**config.mk**
```make
export PLATFORM = sky130hd
export DESIGN_NAME = gtq_ram
export DESIGN_NICKNAME = d
export VERILOG_FILES = /design/src/rtl/core/grouped_team_fifo_queue_top_defines.svh /design/src/rtl/core/gtq_ram.sv
export SDC_FILE = /design/constraint.sdc
export NUM_CORES = 1
export LEC_CHECK = 0
export ABC_AREA = 1
export BUFFER_PORTS_ARGS = -buffer_cell sky130_fd_sc_hd__buf_2
export CAP_MARGIN = 20
export CORE_ASPECT_RATIO = 0.75
export CORE_UTILIZATION = 35
export DETAILED_ROUTE_END_ITERATION = 16
export PLACE_DENSITY = 0.53
export SLEW_MARGIN = 20
export SYNTH_ARGS = -nofsm -noshare
export SYNTH_HDL_FRONTEND = slang
export SYNTH_SLANG_ARGS = --single-unit
```
**constraint.sdc**
```tcl
create_clock -name clk -period 1.4 [get_ports clk]
set_clock_uncertainty 0.05 [all_clocks]
set_input_delay 0 -clock clk [delete_from_list [all_inputs] [get_ports clk]]
set_output_delay 0 -clock clk [all_outputs]
set_load 0.01 [all_outputs]
```
**src/rtl/core/grouped_team_fifo_queue_top_defines.svh**
```systemverilog
// Assertion macros for the team queue.
`ifndef GROUPED_TEAM_FIFO_QUEUE_TOP_DEFINES_SVH
`define GROUPED_TEAM_FIFO_QUEUE_TOP_DEFINES_SVH
`ifndef SYNTHESIS
`define GTQ_ASSERT(lbl, prop, msg) \
    lbl: assert property (@(posedge clk) disable iff (!rst_n) prop) else $error(msg);
`define GTQ_ASSERT_NEVER(lbl, cond, msg) \
    lbl: assert property (@(posedge clk) disable iff (!rst_n) !(cond)) else $error(msg);
`else
`define GTQ_ASSERT(lbl, prop, msg)
`define GTQ_ASSERT_NEVER(lbl, cond, msg)
`endif
`endif

```
**src/rtl/core/gtq_ram.sv**
```systemverilog
// Generic single-write, single-read RAM with registered read data.
`default_nettype none
module gtq_ram #(
    parameter int WIDTH = 8,
    parameter int DEPTH = 16
) (
    input  wire logic                     clk,
    input  wire logic                     we,
    input  wire logic [$clog2(DEPTH)-1:0] waddr,
    input  wire logic [WIDTH-1:0]         wdata,
    input  wire logic                     re,
    input  wire logic [$clog2(DEPTH)-1:0] raddr,
    output logic      [WIDTH-1:0]         rdata
);
    logic [WIDTH-1:0] mem [DEPTH];

    always_ff @(posedge clk)
    begin
        if (we)
        begin
            mem[waddr] <= wdata;
        end
        if (re)
        begin
            rdata <= mem[raddr];
        end
    end
endmodule
`default_nettype wire

```
==> impl_results.md <==
- Outcome: finished, final reports clean
- Max Fclk: 0.878 GHz
- Critical Path End Type: flip-flop
- Initial Util: 36.2%
- Final WL: 13200 microns
- Layout cells sized above 1: 13.5%
- Area grow syn2layout: 19.7%
- CP Max Fanout: 1
- Max-Cap Viols: 0
- Vias/cell: 4.56
- Final hold vios: 0
- Skew-Pair Late Insertion Delay: 410 ps
- Vias in the first global route: 3805
- Largest net degree at the start of global routing: 33
- Commonest cells after routing, fill and taps aside: 173 x nand2_1, 136 x edfxtp_1, 100 x inv_1
- H-tree depth: 4
- RSZ-0062 raised after global routing: no
- I/O pins: 27
- Worst R2R Start: mem[13][3]$_DFFE_PP_
- Power per cell area: 1380 mW/mm^2
- Final layout net count: 628
- Post-layout min period: 1140 ps
- Worst Setup Start Kind: flip-flop
- Design Area, Final: 0.00700 sq mm
- Fin. max-slew vios: 0
- Sequential area share after synthesis: 69.8%
- CTS Buffer Depth: 2
- DR pass1 iterations: 5
- Worst-Margin Slew: 594 ps
- Detailed Route Iter0 Violations: 316
- Peak VDD IR: 0.000798 V
- Fill cells: 1499
- Hold path depth: 4
- CP required: 1510 ps
- Routed vias: 3791
- Post-route ant nets: 0
- Die span in y: 114 microns
- Max transition margin: 60.3%
- Worst reg2reg path depth: 6
- Worst-path clk slew: 60 ps
- Initial antenna violation count: 0
- Final setup fails: 0
- Worst Setup SP: mem[13][3]$_DFFE_PP_
- Leak: 3.01 nW
- N_diodes: 0
- CTS Buf Count: 17
- Critical path class: flip-flop to flip-flop
- Final setup TNS: 0 ps
- Commonest non-fill, non-tap cell in the layout: nand2_1
- Seq cells post-synth: 136
- First-pass GRT wire length: 21000 microns
- DR WL/cell: 15.8 microns
- FF-to-FF setup slack: 260 ps
- Synthesized area: 0.00585 sq mm
- DP Wirelength: 8830 microns
- Total die area: 0.0172 sq mm
- Gate count of the mapped netlist: 551
- Synth unique cells: 11
- Site Rows: 40
- # DRC: 0
- Final GP Congestion: 0.783
- Placed insts: 790
- Syn Area/Cell: 10.6 sq um
- Crit share post-route: 81.4%
- TritonCTS clock tree: done
- Critical path endpoint: rdata[3]$_DFFE_PP_
- Worst hold path class: input port to flip-flop
- Placeable Area: 0.0162 sq mm
- CTS sink count: 136
- Syn nets: 570
- Gr usage total: 17.0%
- CTS Root Cell: clkbuf_16
- Syn. warnings: 0
- Placed cell areas: 0.00631 sq mm
- Worst Path Arrival: 1250 ps
- Total gr overflow: 0
- Final Non-Filler Cells: 832
- Die X: 151 microns
- IO Port Bufs: 26
- RR Endpoint: rdata[3]$_DFFE_PP_
[Yosys cell counts]
master | count | area share (%)
nor2_1 | 17 | 1.1
nand3_1 | 97 | 8.3
nand3b_1 | 2 | 0.26
buf_2 | 13 | 1.1
inv_2 | 2 | 0.13
buf_6 | 6 | 1.2
buf_4 | 4 | 0.51
inv_1 | 100 | 6.4
buf_1 | 1 | 0.064
edfxtp_1 | 136 | 70
nand2_1 | 173 | 11
[how the worst min path moves through the flow]
stage                        start                  end  slack [ps]
after detailed placement        re   rdata[2]$_DFFE_PP_         350
after global placement          re   rdata[1]$_DFFE_PP_         350
after CTS                 raddr[2]   rdata[6]$_DFFE_PP_          50
after floorplan           wdata[0]  mem[0][0]$_DFFE_PP_          50
final                     raddr[2]   rdata[4]$_DFFE_PP_          50
after global routing      raddr[2]   rdata[5]$_DFFE_PP_          80
[sequential cells by signal, indices dropped and copies added, names as in the netlist]
register and count:
mem 128, rdata 8
[worst max-delay path, cell delays in order (launching register included)]
cell and delay (ps):
edfxtp_1 370, inv_1 70, nand2_1 70, nand3_1 100
nand3_1 80, nand3_1 90, nand2_1 50
[final cells by class]
cell class	count	area (sq um)	area share, %
Timing Repair Buffer	63	470	6.72
Clock buffer	18	429	6.13
Multi-Input combinational cell	289	1210	17.3
Clock inverter	14	158	2.25
Sequential cell	136	4080	58.3
Inverter	102	383	5.47
Tap cell	210	263	3.75
[report_power, final]
group          total (mW)  internal [mW]  leakage, nW  switching (mW)
Clock                4.45           2.78        0.281            1.68
Sequential           4.62           4.59         1.24          0.0291
Combinational       0.574          0.195         1.49           0.379
[stage by stage]
step | worst slack (ps) | hold WS [ps] | total power [mW] | util (%)
global placement | 125 | 352 | 5.26 | 39.1
global route | 177 | 81.2 | 9.97 | 43.3
CTS | 221 | 54.4 | 9.72 | 43.3
finish | 261 | 53.6 | 9.65 | 43.3
floorplan | 399 | 48.9 | 5.02 | -
detailed placement | 140 | 352 | 5.26 | 39.1
[metal layers]
layer	vias to the layer above	wire length, microns	global-route usage [%]
met5	-	0	0
met4	0	43	5.27
met3	2	859	4.32
met2	87	5690	24.0
met1	1807	6560	25.4
li1	1895	-	-
[repair_timing]
action                    CTS  global route
hold buffers               10             0
buffers inserted            0             0
resized for setup           0             0
hold endpoints to repair  137             0
[kinds of logic after synthesis]
family / share of synthesized area (%)
buffers and inverters: 9.39
flip-flops: 69.8
AND/OR/NAND/NOR: 20.8
Power figures use the tool's default switching activity.
